$ cat src/design/avsc_pkg.sv
package avsc_pkg;

    // field widths
    localparam int SAMPLES_W = 16;
    localparam int DIFF_W    = 32;
    localparam int WANTED_W  = 17;

    // stream packing
    localparam int S_TDATA_W = 48;
    localparam int S_TUSER_W = 2;
    localparam int M_TDATA_W = 24;
    localparam int M_TUSER_W = 1;

    // register widths
    localparam int WEIGHT_W = 16;
    localparam int THRESH_W = 24;
    localparam int NOSYNC_W = 31;
    localparam int RATE_W   = 19;
    localparam int WARMUP_W = 8;
    localparam int PCT_W    = 7;

    // state widths
    localparam int SUM_W   = 48;
    localparam int COUNT_W = 8;

    localparam int FRAC_BITS_DEF = 16;

    // serial multiplier operand widths
    localparam int MUL_A_W = 48;
    localparam int MUL_B_W = 19;

    // serial divide by a hundred
    localparam int DIV_N_W   = 24;
    localparam int DIV_CNT_W = 5;
    localparam int REM_W     = 7;
    localparam logic [REM_W:0] DIVISOR = 8'd100;
    localparam logic [PCT_W-1:0] PCT_MAX = 7'd100;

    localparam logic signed [SUM_W-1:0] SUM_MAX = {1'b0, {(SUM_W-1){1'b1}}};
    localparam logic signed [SUM_W-1:0] SUM_MIN = {1'b1, {(SUM_W-1){1'b0}}};

    // configuration port
    localparam int APB_DATA_W = 32;
    localparam int APB_ADDR_W = 5;
    localparam int REG_IDX_W  = 3;

    localparam logic [REG_IDX_W-1:0] REG_WEIGHT  = 3'd0;
    localparam logic [REG_IDX_W-1:0] REG_THRESH  = 3'd1;
    localparam logic [REG_IDX_W-1:0] REG_NOSYNC  = 3'd2;
    localparam logic [REG_IDX_W-1:0] REG_RATE    = 3'd3;
    localparam logic [REG_IDX_W-1:0] REG_WARMUP  = 3'd4;
    localparam logic [REG_IDX_W-1:0] REG_PERCENT = 3'd5;

    localparam logic [WEIGHT_W-1:0] WEIGHT_RST = 16'd52016;
    localparam logic [THRESH_W-1:0] THRESH_RST = 24'd3043;
    localparam logic [NOSYNC_W-1:0] NOSYNC_RST = 31'd655360;
    localparam logic [RATE_W-1:0]   RATE_RST   = 19'd48000;
    localparam logic [WARMUP_W-1:0] WARMUP_RST = 8'd20;
    localparam logic [PCT_W-1:0]    PCT_RST    = 7'd10;

    typedef enum logic [3:0] {
        ST_IDLE,
        ST_CHECK,
        ST_WEIGHT,
        ST_SUM,
        ST_KEEP,
        ST_TEST,
        ST_RATE,
        ST_LOW,
        ST_DIVLO,
        ST_DIVHI,
        ST_CLIP,
        ST_DONE
    } state_t;

endpackage

$ cat src/design/av_sync_sample_count_corrector.sv
// when audio is master or the filter resets, a frame goes from check straight to done;
// otherwise through the multiplies and, for a correction, the divides and the clip
// one frame at a time, held by the one-bit-per-cycle multiplier
// (19 steps for each of five products) and the bit-serial divide by 100 (24 steps, twice)
// reset: synchronous active low; registers take their reset values, filter sum and
// measurement count clear at once, no clearing pass
module av_sync_sample_count_corrector #(
    parameter int FRAC_BITS = avsc_pkg::FRAC_BITS_DEF
) (
    input  logic                                aclk,
    input  logic                                aresetn,
    input  logic                                s_tvalid,
    output logic                                s_tready,
    // frame_samples[15:0], clock_diff[47:16]
    input  logic [avsc_pkg::S_TDATA_W-1:0]      s_tdata,
    // diff_valid[0], audio_is_master[1]
    input  logic [avsc_pkg::S_TUSER_W-1:0]      s_tuser,
    output logic                                m_tvalid,
    input  logic                                m_tready,
    // wanted_samples[16:0], zero pad[23:17]
    output logic [avsc_pkg::M_TDATA_W-1:0]      m_tdata,
    // corrected[0]
    output logic [avsc_pkg::M_TUSER_W-1:0]      m_tuser,
    input  logic                                psel,
    input  logic                                penable,
    input  logic                                pwrite,
    input  logic [avsc_pkg::APB_ADDR_W-1:0]     paddr,
    input  logic [avsc_pkg::APB_DATA_W-1:0]     pwdata,
    output logic [avsc_pkg::APB_DATA_W-1:0]     prdata,
    output logic                                pready
);

    localparam int SAMPLES_W   = avsc_pkg::SAMPLES_W;
    localparam int DIFF_W      = avsc_pkg::DIFF_W;
    localparam int WANTED_W    = avsc_pkg::WANTED_W;
    localparam int SUM_W       = avsc_pkg::SUM_W;
    localparam int MUL_A_W     = avsc_pkg::MUL_A_W;
    localparam int MUL_B_W     = avsc_pkg::MUL_B_W;
    localparam int PROD_W      = MUL_A_W + MUL_B_W + 1;
    localparam int RATE_PROD_W = DIFF_W - 1 + avsc_pkg::RATE_W;
    localparam int DELTA_W     = RATE_PROD_W - FRAC_BITS;
    localparam int WIDE_W      = DELTA_W + 2;
    localparam int DIV_N_W     = avsc_pkg::DIV_N_W;
    localparam int REM_W       = avsc_pkg::REM_W;
    localparam int DIV_CNT_W   = avsc_pkg::DIV_CNT_W;
    localparam int WEIGHT_W    = avsc_pkg::WEIGHT_W;
    localparam int PCT_W       = avsc_pkg::PCT_W;

    // configuration registers
    logic [avsc_pkg::WEIGHT_W-1:0] weight_reg;
    logic [avsc_pkg::THRESH_W-1:0] thresh_reg;
    logic [avsc_pkg::NOSYNC_W-1:0] nosync_reg;
    logic [avsc_pkg::RATE_W-1:0]   rate_reg;
    logic [avsc_pkg::WARMUP_W-1:0] warmup_reg;
    logic [PCT_W-1:0]              pct_reg;

    avsc_pkg::state_t state_reg, state_next;

    // captured request
    logic [SAMPLES_W-1:0]     samples_reg;
    logic signed [DIFF_W-1:0] diff_reg;
    logic                     valid_reg;
    logic                     master_reg;

    // filter state
    logic signed [SUM_W-1:0]       diff_sum_reg, diff_sum_next;
    logic [avsc_pkg::COUNT_W-1:0]  count_reg, count_next;

    logic [DELTA_W-1:0]  delta_reg, delta_next;
    logic [WANTED_W-1:0] lo_reg, lo_next;
    logic [WANTED_W-1:0] hi_reg, hi_next;
    logic [WANTED_W-1:0] res_wanted_reg, res_wanted_next;
    logic                res_corr_reg, res_corr_next;

    // divider
    logic [DIV_N_W-1:0]   num_reg;
    logic [REM_W-1:0]     rem_reg;
    logic [WANTED_W-1:0]  quot_reg;
    logic [DIV_CNT_W-1:0] div_cnt_reg;
    logic                 div_load;
    logic [DIV_N_W-1:0]   div_load_val;
    logic                 div_run;
    logic                 div_last;
    logic [REM_W:0]       div_trial;
    logic                 div_ge;
    logic [REM_W-1:0]     rem_step;
    logic [WANTED_W-1:0]  quot_final;

    // output register
    logic                m_valid_reg;
    logic [WANTED_W-1:0] m_wanted_reg;
    logic                m_corr_reg;
    logic                out_load;

    // multiplier
    logic                       mul_start;
    logic signed [MUL_A_W-1:0]  mul_a;
    logic [MUL_B_W-1:0]         mul_b;
    logic                       mul_busy;
    logic signed [PROD_W-1:0]   mul_prod;

    // datapath
    logic [DIFF_W-1:0]          abs_diff;
    logic                       too_big;
    logic signed [SUM_W-1:0]    w_term;
    logic signed [SUM_W:0]      sum_wide;
    logic signed [SUM_W-1:0]    sum_sat;
    logic [SUM_W-1:0]           abs_avg;
    logic                       pass;
    logic [WEIGHT_W:0]          keep;
    logic [PCT_W-1:0]           pct_eff;
    logic [PCT_W-1:0]           lo_mult;
    logic [PCT_W:0]             hi_mult;
    logic signed [WIDE_W-1:0]   samp_w;
    logic signed [WIDE_W-1:0]   delta_w;
    logic signed [WIDE_W-1:0]   wide;
    logic signed [WIDE_W-1:0]   lo_w;
    logic signed [WIDE_W-1:0]   hi_w;
    logic [WANTED_W-1:0]        clipped;

    logic cfg_wr;

    avsc_serial_mul #(
        .A_W (MUL_A_W),
        .B_W (MUL_B_W)
    ) u_mul (
        .aclk    (aclk),
        .aresetn (aresetn),
        .start   (mul_start),
        .a       (mul_a),
        .b       (mul_b),
        .busy    (mul_busy),
        .product (mul_prod)
    );

    // configuration port
    assign pready = 1'b1;
    assign cfg_wr = psel && penable && pwrite;

    always_ff @(posedge aclk) begin
        if (!aresetn) begin
            weight_reg <= avsc_pkg::WEIGHT_RST;
            thresh_reg <= avsc_pkg::THRESH_RST;
            nosync_reg <= avsc_pkg::NOSYNC_RST;
            rate_reg   <= avsc_pkg::RATE_RST;
            warmup_reg <= avsc_pkg::WARMUP_RST;
            pct_reg    <= avsc_pkg::PCT_RST;
        end else if (cfg_wr) begin
            unique case (paddr[avsc_pkg::REG_IDX_W+1:2])
                avsc_pkg::REG_WEIGHT:  weight_reg <= pwdata[avsc_pkg::WEIGHT_W-1:0];
                avsc_pkg::REG_THRESH:  thresh_reg <= pwdata[avsc_pkg::THRESH_W-1:0];
                avsc_pkg::REG_NOSYNC:  nosync_reg <= pwdata[avsc_pkg::NOSYNC_W-1:0];
                avsc_pkg::REG_RATE:    rate_reg   <= pwdata[avsc_pkg::RATE_W-1:0];
                avsc_pkg::REG_WARMUP:  warmup_reg <= pwdata[avsc_pkg::WARMUP_W-1:0];
                avsc_pkg::REG_PERCENT: pct_reg    <= pwdata[PCT_W-1:0];
                default: ;
            endcase
        end
    end

    always_comb begin
        unique case (paddr[avsc_pkg::REG_IDX_W+1:2])
            avsc_pkg::REG_WEIGHT:  prdata = 32'(weight_reg);
            avsc_pkg::REG_THRESH:  prdata = 32'(thresh_reg);
            avsc_pkg::REG_NOSYNC:  prdata = 32'(nosync_reg);
            avsc_pkg::REG_RATE:    prdata = 32'(rate_reg);
            avsc_pkg::REG_WARMUP:  prdata = 32'(warmup_reg);
            avsc_pkg::REG_PERCENT: prdata = 32'(pct_reg);
            default:               prdata = '0;
        endcase
    end

    // arithmetic around the shared multiplier
    assign abs_diff = diff_reg[DIFF_W-1] ? DIFF_W'(-diff_reg) : DIFF_W'(diff_reg);
    assign too_big  = abs_diff >= {1'b0, nosync_reg};

    assign w_term   = mul_prod[WEIGHT_W +: SUM_W];
    assign sum_wide = (SUM_W+1)'(diff_reg) + (SUM_W+1)'(w_term);

    always_comb begin
        if (sum_wide[SUM_W] != sum_wide[SUM_W-1]) begin
            sum_sat = sum_wide[SUM_W] ? avsc_pkg::SUM_MIN : avsc_pkg::SUM_MAX;
        end else begin
            sum_sat = sum_wide[SUM_W-1:0];
        end
    end

    // product holds sum times keep once the keep multiply is done
    assign abs_avg = w_term[SUM_W-1] ? SUM_W'(-w_term) : SUM_W'(w_term);
    assign pass    = abs_avg >= SUM_W'(thresh_reg);

    assign keep    = {1'b1, {WEIGHT_W{1'b0}}} - {1'b0, weight_reg};
    assign pct_eff = (pct_reg > avsc_pkg::PCT_MAX) ? avsc_pkg::PCT_MAX : pct_reg;
    assign lo_mult = avsc_pkg::PCT_MAX - pct_eff;
    assign hi_mult = {1'b0, avsc_pkg::PCT_MAX} + {1'b0, pct_eff};

    assign samp_w  = $signed({{(WIDE_W-SAMPLES_W){1'b0}}, samples_reg});
    assign delta_w = $signed({2'b00, delta_reg});
    assign wide    = diff_reg[DIFF_W-1] ? samp_w - delta_w : samp_w + delta_w;
    assign lo_w    = $signed({{(WIDE_W-WANTED_W){1'b0}}, lo_reg});
    assign hi_w    = $signed({{(WIDE_W-WANTED_W){1'b0}}, hi_reg});

    always_comb begin
        if (wide < lo_w) begin
            clipped = lo_reg;
        end else if (wide > hi_w) begin
            clipped = hi_reg;
        end else begin
            clipped = wide[WANTED_W-1:0];
        end
    end

    // restoring divide by a hundred, one quotient bit a cycle
    assign div_trial  = {rem_reg, num_reg[DIV_N_W-1]};
    assign div_ge     = div_trial >= avsc_pkg::DIVISOR;
    assign rem_step   = div_ge ? REM_W'(div_trial - avsc_pkg::DIVISOR) : div_trial[REM_W-1:0];
    assign div_last   = div_cnt_reg == DIV_CNT_W'(DIV_N_W - 1);
    assign quot_final = {quot_reg[WANTED_W-2:0], div_ge};

    always_ff @(posedge aclk) begin
        if (!aresetn) begin
            div_cnt_reg <= '0;
        end else if (div_load) begin
            div_cnt_reg <= '0;
        end else if (div_run) begin
            div_cnt_reg <= div_cnt_reg + 1'b1;
        end
    end

    always_ff @(posedge aclk) begin
        if (div_load) begin
            num_reg <= div_load_val;
            rem_reg <= '0;
        end else if (div_run) begin
            num_reg  <= {num_reg[DIV_N_W-2:0], 1'b0};
            rem_reg  <= rem_step;
            quot_reg <= quot_final;
        end
    end

    // next state
    always_comb begin
        state_next = state_reg;
        unique case (state_reg)
            avsc_pkg::ST_IDLE: begin
                if (s_tvalid) state_next = avsc_pkg::ST_CHECK;
            end
            avsc_pkg::ST_CHECK: begin
                if (master_reg || !valid_reg || too_big) begin
                    state_next = avsc_pkg::ST_DONE;
                end else begin
                    state_next = avsc_pkg::ST_WEIGHT;
                end
            end
            avsc_pkg::ST_WEIGHT: begin
                if (!mul_busy) state_next = avsc_pkg::ST_SUM;
            end
            avsc_pkg::ST_SUM: begin
                if (count_reg < warmup_reg) begin
                    state_next = avsc_pkg::ST_DONE;
                end else begin
                    state_next = avsc_pkg::ST_KEEP;
                end
            end
            avsc_pkg::ST_KEEP: begin
                if (!mul_busy) state_next = avsc_pkg::ST_TEST;
            end
            avsc_pkg::ST_TEST: begin
                state_next = pass ? avsc_pkg::ST_RATE : avsc_pkg::ST_DONE;
            end
            avsc_pkg::ST_RATE: begin
                if (!mul_busy) state_next = avsc_pkg::ST_LOW;
            end
            avsc_pkg::ST_LOW: begin
                if (!mul_busy) state_next = avsc_pkg::ST_DIVLO;
            end
            avsc_pkg::ST_DIVLO: begin
                if (div_last) state_next = avsc_pkg::ST_DIVHI;
            end
            avsc_pkg::ST_DIVHI: begin
                if (div_last) state_next = avsc_pkg::ST_CLIP;
            end
            avsc_pkg::ST_CLIP: begin
                state_next = avsc_pkg::ST_DONE;
            end
            avsc_pkg::ST_DONE: begin
                if (out_load) state_next = avsc_pkg::ST_IDLE;
            end
            default: state_next = avsc_pkg::ST_IDLE;
        endcase
    end

    // outputs and datapath control
    always_comb begin
        mul_start       = 1'b0;
        mul_a           = diff_sum_reg;
        mul_b           = MUL_B_W'(weight_reg);
        div_load        = 1'b0;
        div_load_val    = mul_prod[DIV_N_W-1:0];
        div_run         = 1'b0;
        diff_sum_next   = diff_sum_reg;
        count_next      = count_reg;
        delta_next      = delta_reg;
        lo_next         = lo_reg;
        hi_next         = hi_reg;
        res_wanted_next = res_wanted_reg;
        res_corr_next   = res_corr_reg;
        out_load        = 1'b0;
        unique case (state_reg)
            avsc_pkg::ST_IDLE: ;
            avsc_pkg::ST_CHECK: begin
                res_wanted_next = WANTED_W'(samples_reg);
                res_corr_next   = 1'b0;
                if (!master_reg) begin
                    if (!valid_reg || too_big) begin
                        diff_sum_next = '0;
                        count_next    = '0;
                    end else begin
                        mul_start = 1'b1;
                    end
                end
            end
            avsc_pkg::ST_WEIGHT: ;
            avsc_pkg::ST_SUM: begin
                diff_sum_next = sum_sat;
                if (count_reg < warmup_reg) begin
                    count_next = count_reg + 1'b1;
                end else begin
                    mul_start = 1'b1;
                    mul_a     = sum_sat;
                    mul_b     = MUL_B_W'(keep);
                end
            end
            avsc_pkg::ST_KEEP: ;
            avsc_pkg::ST_TEST: begin
                if (pass) begin
                    mul_start = 1'b1;
                    mul_a     = $signed(MUL_A_W'(abs_diff));
                    mul_b     = rate_reg;
                end
            end
            avsc_pkg::ST_RATE: begin
                if (!mul_busy) begin
                    delta_next = mul_prod[FRAC_BITS +: DELTA_W];
                    mul_start  = 1'b1;
                    mul_a      = $signed(MUL_A_W'(samples_reg));
                    mul_b      = MUL_B_W'(lo_mult);
                end
            end
            avsc_pkg::ST_LOW: begin
                if (!mul_busy) begin
                    div_load  = 1'b1;
                    // upper bound product runs while the lower bound divides
                    mul_start = 1'b1;
                    mul_a     = $signed(MUL_A_W'(samples_reg));
                    mul_b     = MUL_B_W'(hi_mult);
                end
            end
            avsc_pkg::ST_DIVLO: begin
                div_run = 1'b1;
                if (div_last) begin
                    lo_next  = quot_final;
                    div_load = 1'b1;
                end
            end
            avsc_pkg::ST_DIVHI: begin
                div_run = 1'b1;
                if (div_last) hi_next = quot_final;
            end
            avsc_pkg::ST_CLIP: begin
                res_wanted_next = clipped;
                res_corr_next   = 1'b1;
            end
            avsc_pkg::ST_DONE: begin
                out_load = !m_valid_reg || m_tready;
            end
            default: ;
        endcase
    end

    always_ff @(posedge aclk) begin
        if (!aresetn) begin
            state_reg    <= avsc_pkg::ST_IDLE;
            diff_sum_reg <= '0;
            count_reg    <= '0;
            m_valid_reg  <= 1'b0;
        end else begin
            state_reg    <= state_next;
            diff_sum_reg <= diff_sum_next;
            count_reg    <= count_next;
            if (out_load) begin
                m_valid_reg <= 1'b1;
            end else if (m_tready) begin
                m_valid_reg <= 1'b0;
            end
        end
    end

    always_ff @(posedge aclk) begin
        if (s_tvalid && s_tready) begin
            samples_reg <= s_tdata[SAMPLES_W-1:0];
            diff_reg    <= $signed(s_tdata[SAMPLES_W +: DIFF_W]);
            valid_reg   <= s_tuser[0];
            master_reg  <= s_tuser[1];
        end
        delta_reg      <= delta_next;
        lo_reg         <= lo_next;
        hi_reg         <= hi_next;
        res_wanted_reg <= res_wanted_next;
        res_corr_reg   <= res_corr_next;
        if (out_load) begin
            m_wanted_reg <= res_wanted_reg;
            m_corr_reg   <= res_corr_reg;
        end
    end

    assign s_tready = state_reg == avsc_pkg::ST_IDLE;
    assign m_tvalid = m_valid_reg;
    assign m_tdata  = {{(avsc_pkg::M_TDATA_W-WANTED_W){1'b0}}, m_wanted_reg};
    assign m_tuser  = m_corr_reg;

endmodule

$ cat src/design/avsc_serial_mul.sv
module avsc_serial_mul #(
    parameter int A_W = avsc_pkg::MUL_A_W,
    parameter int B_W = avsc_pkg::MUL_B_W
) (
    input  logic                   aclk,
    input  logic                   aresetn,
    input  logic                   start,
    input  logic signed [A_W-1:0]  a,
    input  logic        [B_W-1:0]  b,
    output logic                   busy,
    output logic signed [A_W+B_W:0] product
);

    localparam int CNT_W = (B_W > 1) ? $clog2(B_W) : 1;

    logic signed [A_W-1:0] a_reg;
    logic [A_W+B_W:0]      p_reg;
    logic [A_W+B_W:0]      p_next;
    logic [CNT_W-1:0]      cnt_reg;
    logic                  busy_reg;
    logic [A_W:0]          hi;
    logic [A_W:0]          acc;

    // upper half accumulates, multiplier bits leave at the bottom
    assign hi  = p_reg[A_W+B_W:B_W];
    assign acc = p_reg[0] ? hi + {a_reg[A_W-1], a_reg} : hi;
    assign p_next = {acc[A_W], acc, p_reg[B_W-1:1]};

    always_ff @(posedge aclk) begin
        if (!aresetn) begin
            busy_reg <= 1'b0;
            cnt_reg  <= '0;
        end else if (start) begin
            busy_reg <= 1'b1;
            cnt_reg  <= '0;
        end else if (busy_reg) begin
            if (cnt_reg == CNT_W'(B_W - 1)) begin
                busy_reg <= 1'b0;
            end
            cnt_reg <= cnt_reg + 1'b1;
        end
    end

    always_ff @(posedge aclk) begin
        if (start) begin
            a_reg <= a;
            p_reg <= {{(A_W+1){1'b0}}, b};
        end else if (busy_reg) begin
            p_reg <= p_next;
        end
    end

    assign busy    = busy_reg;
    assign product = $signed(p_reg);

endmodule

$ cat config.mk
export PLATFORM = sky130hd
export DESIGN_NAME = av_sync_sample_count_corrector
export DESIGN_NICKNAME = d
export VERILOG_FILES = /design/src/design/avsc_pkg.sv /design/src/design/av_sync_sample_count_corrector.sv /design/src/design/avsc_serial_mul.sv
export SDC_FILE = /design/constraint.sdc
export NUM_CORES = 1
export LEC_CHECK = 0
export BUFFER_PORTS_ARGS = -buffer_cell sky130_fd_sc_hd__clkbuf_2
export CELL_PAD_IN_SITES_DETAIL_PLACEMENT = 1
export CELL_PAD_IN_SITES_GLOBAL_PLACEMENT = 1
export CORE_MARGIN = 3
export CORE_UTILIZATION = 25
export CTS_CLUSTER_DIAMETER = 30
export DETAILED_ROUTE_END_ITERATION = 8
export MAX_ROUTING_LAYER = met4
export PLACE_DENSITY_LB_ADDON = 0.1
export SYNTH_ARGS = -nofsm -noshare
export SYNTH_HDL_FRONTEND = slang
export SYNTH_SLANG_ARGS = --single-unit
$ cat constraint.sdc
create_clock -name aclk -period 16.5 [get_ports aclk]
set_input_delay 1.65 -clock aclk [delete_from_list [all_inputs] [get_ports aclk]]
set_output_delay 1.65 -clock aclk [all_outputs]
set_load 0.005 [all_outputs]
==> results of run 1 <==
==> cell families (layout without fill, tap and decap cells) <==
logic type / Yosys count / count (layout)
AOI/OAI and AO/OA: 1091 / 1091
xor gates and xnor gates: 170 / 170
adders and majority gates: 242 / 242
buffers and inverters: 387 / 702
DFF: 493 / 493
muxes: 84 / 84
other: 2 / 9
and+or+nand+nor: 1214 / 1214
==> critical path, stage by stage (launching register included) <==
cell       delay, ns
edfxtp_1        0.58
inv_1           0.19
ha_1            0.21
or4b_1          0.51
or3_1           0.54
or2_2           0.40
o31ai_1         0.30
xnor2_1         0.13
ha_1            0.20
a2111oi_0       0.37
nand2_1         0.08
or4bb_1         0.53
a2111oi_2       0.34
nand4_1         0.45
nor4_2          0.36
buf_4           0.19
or2_2           0.31
o2bb2ai_4       0.09
buf_12          0.25
nand2b_1        0.77
==> worst max-delay path by stage <==
stage	endpoint	start	depth (start not counted)	slack, ns
after global placement	u_mul.product[13]	u_mul.product[17]	19	8.95
after CTS	u_mul.product[12]	u_mul.product[17]	19	8.98
after global routing	u_mul.product[16]	u_mul.product[17]	19	8.72
final	u_mul.product[9]	u_mul.product[16]	19	9.11
after floorplan	u_mul.product[0]	u_mul.product[17]	19	10.88
after detailed placement	u_mul.product[16]	u_mul.product[17]	19	9.01
==> metal layers <==
metal | vias to the layer above | part of all wire [%] | GRT usage, %
met4 | 0 | 1.9 | 4.97
li1 | 13900 | - | -
met5 | - | 0 | -
met1 | 14200 | 51 | 28.0
met3 | 163 | 3.7 | 3.36
met2 | 550 | 43 | 29.5
==> layout make-up <==
| type | count | area [µm²] |
|---|---|---|
| clock buffer | 221 | 4750 |
| sequential | 493 | 12500 |
| tap | 1662 | 2080 |
| timing repair buffer | 197 | 1150 |
| inverter | 188 | 707 |
| clock inverter | 96 | 1170 |
| fill | 14700 | 87100 |
| multi-input combinational | 2810 | 18400 |
==> placed cells by master, fill, tap and decap left out, types with 20 or more instances in the layout <==
master,Yosys,routed
nand2b_1,26,26
nor3_1,67,64
o21a_1,36,36
clkbuf_1,158,23
clkbuf_2,0,141
xor2_1,48,48
or3_1,43,43
clkinv_2,0,35
nand2_1,504,503
a211oi_2,20,20
buf_4,13,54
ha_1,236,236
nor4_1,21,20
nor2b_1,40,40
dfxtp_1,232,231
o21ai_0,255,254
edfxtp_1,261,261
and2_1,21,21
nand3_1,65,64
a211oi_1,34,34
a22oi_1,29,29
or2_2,20,20
nor2_1,281,277
inv_1,183,183
and3_1,23,23
a21oi_1,306,304
o21bai_1,25,25
clkbuf_8,0,26
a21o_1,96,96
o31ai_1,37,36
a31oi_1,31,31
o211ai_1,34,34
mux2i_1,63,63
xnor2_1,122,122
nand4_1,38,38
clkinv_1,3,25
clkbuf_16,0,172
==> power by group through the flow <==
| stage | Combinational (W) | Clock [W] | Sequential [W] |
|---|---|---|---|
| final | 0.00319 | 0.00325 | 0.00199 |
| after detailed placement | 0.00320 | 0 | 0.00201 |
| after global routing | 0.00358 | 0.00340 | 0.00203 |
| after CTS | 0.00322 | 0.00331 | 0.00199 |
| after floorplan | 0.00231 | 0 | 0.00178 |
| after global placement | 0.00320 | 0 | 0.00201 |
==> metrics by stage <==
stage	power (W)	cell area, µm²	utilization [%]	cells
floorplan	0.00409	32300	-	3690
global placement	0.00520	34800	27.2	5350
detailed placement	0.00521	34800	27.2	5350
CTS	0.00853	40700	31.8	5667
global route	0.00900	40700	31.8	5667
finish	0.00843	40700	31.8	5667
==> flow_summary.ini, run 1 <==
[critical_path]
end_kind = flop
path_max_fanout = 135
crit_type = reg -> reg
crit_path_start_kind = flop
r2r-start = u_mul.product[16]
reg2reg_to = u_mul.product[9]
r2r_cells = 19
critical_path_required_ns = 16.76
arrival_ns = 7.65
reg2reg_setup_slack_ns = 9.11

[logic_synthesis]
synth_area_um2 = 32300
synthArstFlopShare_pct = 0
synth_compound_area_share_pct = 22.0
synth-main-ff-cell = edfxtp_1
synthSimpleGateAreaFrac_pct = 17.3
synth-adder-area-share_pct = 9.46
yosys.area.top_type = edfxtp_1
ys_top_cells_by_area = edfxtp_1 (24%), dfxtp_1 (14%), ha_1 (9.1%)
synth-edff-count = 261
ys_seq_area_share_pct = 38.7
synthMuxAreaShare_pct = 3.11
yosysTopAreaCellShare_pct = 24.3
ys_top_cells_by_count = nand2_1 (504), a21oi_1 (306), nor2_1 (281)
yosysWarnings = 0
synth.most_common_cell = nand2_1
avgSynthCellArea_um2 = 8.76
synth_xor_area_share_pct = 4.61
synth_cell_types = 94
netlist_instances = 3683
ys_ff_latch = 493
synth_top_family_by_area = compound AO/OA/AOI/OAI gates

[drt]
drt_iter0_markers = 1671
antenna_left = 0
first_pass_iters = 6
vias_per_cell = 5.08
routed_wl_um = 130000
routedWlPerCell_um = 22.9
num_vias = 28800
route.detailed.drc = 0

[cts]
hold_buffers = 0
htree_num_levels = 4
cts_tree = built
post_cts_resized = 0
clock_path_buffers = 3
cts_sinks = 493
path_clk_slew_ns = 0.04
clock_latency_ns = 0.77
cts_setup_buffers = 0
numCtsBuffers = 168
cts_root_buffer = clkbuf_16

[power_and_ir_drop]
p_seq_share_pct = 23.6
pwr-share-comb_pct = 37.9
leakage_nw = 15.9
p_per_area_nw_per_um2 = 207
power.switching_w = 0.00333
p_sw_share_pct = 39.5
ir_worst_vdd_uv = 93.1
p_clk_share_pct = 38.5
internal-power_w = 0.00510

[floorplan]
io_pins = 154
die_w_um = 365
fp-row-count = 131
dieArea_um2 = 133000
core_area_um2 = 128000
die_y_um = 365
initial_core_util_pct = 25.2

[global_route]
grt_use_total_pct = 19.9
grt_overflow = 0
grt_pass1_wl_um = 195000
grt_max_degree = 136
first_global_vias = 29800
antenna_found_initial = 5

[cells_and_area]
final_nets = 4192
area_growth_pct = 26.1
largest_register_ffs = 67
antenna_cells = 0
drive_gt1_share_pct = 14.1

[placed_design]
portBuffers = 141
gp_congestion = 0.827
pre_cts_ws_ns = 9.01
dp_hpwl_um = 96200

[sta]
slew_violations = 0
rsz0062_at_grt = false
hold_viol = 0
clock.fmax_ghz = 0.135
fin_crit_sh_pct = 44.8
relSlewSlack_pct = 15.6
finalSetupViolations = 0
tightest_slew_ns = 1.23
fin_crit_ns = 7.39
skew_ns = 0.0547
worst_slack_ns = 9.11
fin_hold_ws_ns = 0.416
fin_setup_tns_ns = 0

[worst_hold_path]
hold_class = reg -> reg
hold_depth = 0
worstHoldEndpoint = m_wanted_reg[7]
min-delay-start = res_wanted_reg[7]

[job]
drv_cap = 0

[outcome]
outcome = completed
No activity file was read; power rests on OpenSTA's default activity.
==> run 2: changes to the inputs <==
- clock period: 16.5 -> 6.8 ns (I/O delays scaled with it)
==> run 2 against run 1 <==
- largest power group is now combinational logic
- non-clock buffer count is 40 higher
- first-iteration DRC count is 2.3% lower
- clock power is 130% higher
- highest routed layer unchanged
- combinational power grew to 2.5 times the previous value
==> flow_summary.ini, run 2 (same netlist as run 1, synthesis figures left out) <==
[outcome]
outcome = completed

[global_route]
grt_use_total_pct = 20.4
first_global_vias = 30200
grt_overflow = 0
antenna_found_initial = 6
grt_max_degree = 74
grt_pass1_wl_um = 198000

[critical_path]
crit_buf_inv = 2
arrival_ns = 6.81
end_kind = flop
critical_path_required_ns = 7.27
path_delay_family = simple AND/OR/NAND/NOR gates
crit_path_start_kind = flop
crit_type = reg -> reg
cpPeakStageDelay_ns = 0.76
cp_cell_sequence = or4_1, or4b_1, or3_1, nand2_1, xnor2_1, ha_1, a2111oi_0, nand2_1, or4bb_1, a2111oi_2, nand4_1, nor4_2, buf_4, or2_2, o2bb2ai_4, buf_4, nor2_1, a41oi_1
slowest_stage = or4b_1
path_max_fanout = 47

[sta]
slew_violations = 0
tightest_slew_ns = 1.11
relSlewSlack_pct = 25.9
fin_crit_sh_pct = 93.3
rsz0062_at_grt = false
fin_crit_ns = 6.34
worst_slack_ns = 0.459
hold_viol = 0
fin_setup_tns_ns = 0
finalSetupViolations = 0
clock.fmax_ghz = 0.158
skew_ns = 0.0425

[drt]
first_pass_iters = 5
route.detailed.drc = 0
routedWlPerCell_um = 23.3
met1Wirelength_um = 66400
dr.max_layer_used = met4
wl_met2_um = 57700
drt_iter0_markers = 1633
antenna_left = 0
dr_wl_met3_um = 5170
routed_wl_um = 132000
vias_per_cell = 5.08
num_vias = 28900

[floorplan]
io_pins = 154
fp-row-count = 131
die_w_um = 365
die_y_um = 365
initial_core_util_pct = 25.2
core_area_um2 = 128000
dieArea_um2 = 133000

[cts]
post_cts_resized = 0
clock_latency_ns = 0.77
hold_buffers = 0
cts_setup_buffers = 0
htree_num_levels = 4
clock_path_buffers = 3
cts_root_buffer = clkbuf_16
numCtsBuffers = 160
cts_tree = built
path_clk_slew_ns = 0.04
cts_sinks = 493

[job]
drv_cap = 0

[cells_and_area]
antenna_cells = 0
final_cell_mix = nand2_1 (504), a21oi_1 (304), nor2_1 (277)
area_growth_pct = 26.1
final_nets = 4224
largest_register_ffs = 67
n_fill_cell = 14700
fin_util_pct = 31.8
layout_commonest_cell = nand2_1
drive_gt1_share_pct = 14.9

[placed_design]
portBuffers = 141
gp_congestion = 0.827
dp_hpwl_um = 99900
pre_cts_ws_ns = 0.443

[worst_hold_path]
hold_class = in -> reg

[power_and_ir_drop]
p_per_area_nw_per_um2 = 498
leakage_nw = 15.9
ir_worst_vdd_uv = 290
==> run 2: cell types whose count changed in the layout (fill, tap and decap cells not counted), moves of 2 or more <==
cell	change
buf_4	+39
bufinv_16	+3
clkbuf_1	+3
clkbuf_16	-11
clkbuf_8	-5
clkinv_1	-14
clkinv_16	-4
clkinv_2	+4
clkinv_4	+2
clkinvlp_4	+2
==> run 2: worst paths after layout <==
check / start / endpoint / slack [ns] / depth (start not counted)
setup / recovery: u_mul.product[26] / u_mul.product[15] / 0.46 / 18
hold / removal: s_tdata[4] / samples_reg[4] / 0.09 / 1
setup reg to reg: u_mul.product[26] / u_mul.product[15] / 0.46 / 18
hold reg to reg: res_wanted_reg[13] / m_wanted_reg[13] / 0.42 / 0
==> run 2: where the power goes <==
part | switching [W] | total, W | internal, W
clock network | 0.00222 | 0.00753 | 0.00531
registers | 0.000763 | 0.00469 | 0.00393
logic | 0.00503 | 0.00804 | 0.00301
total | 0.00802 | 0.0203 | 0.0122
==> run 2: layout make-up <==
cell class	count	area [µm²]	share of cell area [%]
multi-input cells	2810	18400	45.1
flip-flops and latches	493	12500	30.7
clock buffers	208	4420	10.9
well taps	1662	2080	5.11
repair buffers	237	1460	3.60
clock inverters	90	1170	2.88
inverters	188	707	1.74
==> run 2: metrics by stage <==
stage          hold WS [ns]  instance area (µm²)  std cells  total power [W]
4_1_cts              0.0126                40700       5688           0.0205
3_5_place_dp          0.406                35100       5390           0.0128
2_1_floorplan         0.400                32300       3690          0.00992
5_1_grt              0.0266                40700       5688           0.0217
3_3_place_gp          0.404                35100       5390           0.0128
6_report             0.0867                40700       5688           0.0203
==> run 2: metal layers <==
layer  global-route usage, %  vias to the layer above
li1                        -                    13900
met1                    28.2                    14200
met4                    5.50                        0
met2                    30.5                      539
met5                       -                        -
met3                    3.48                      172
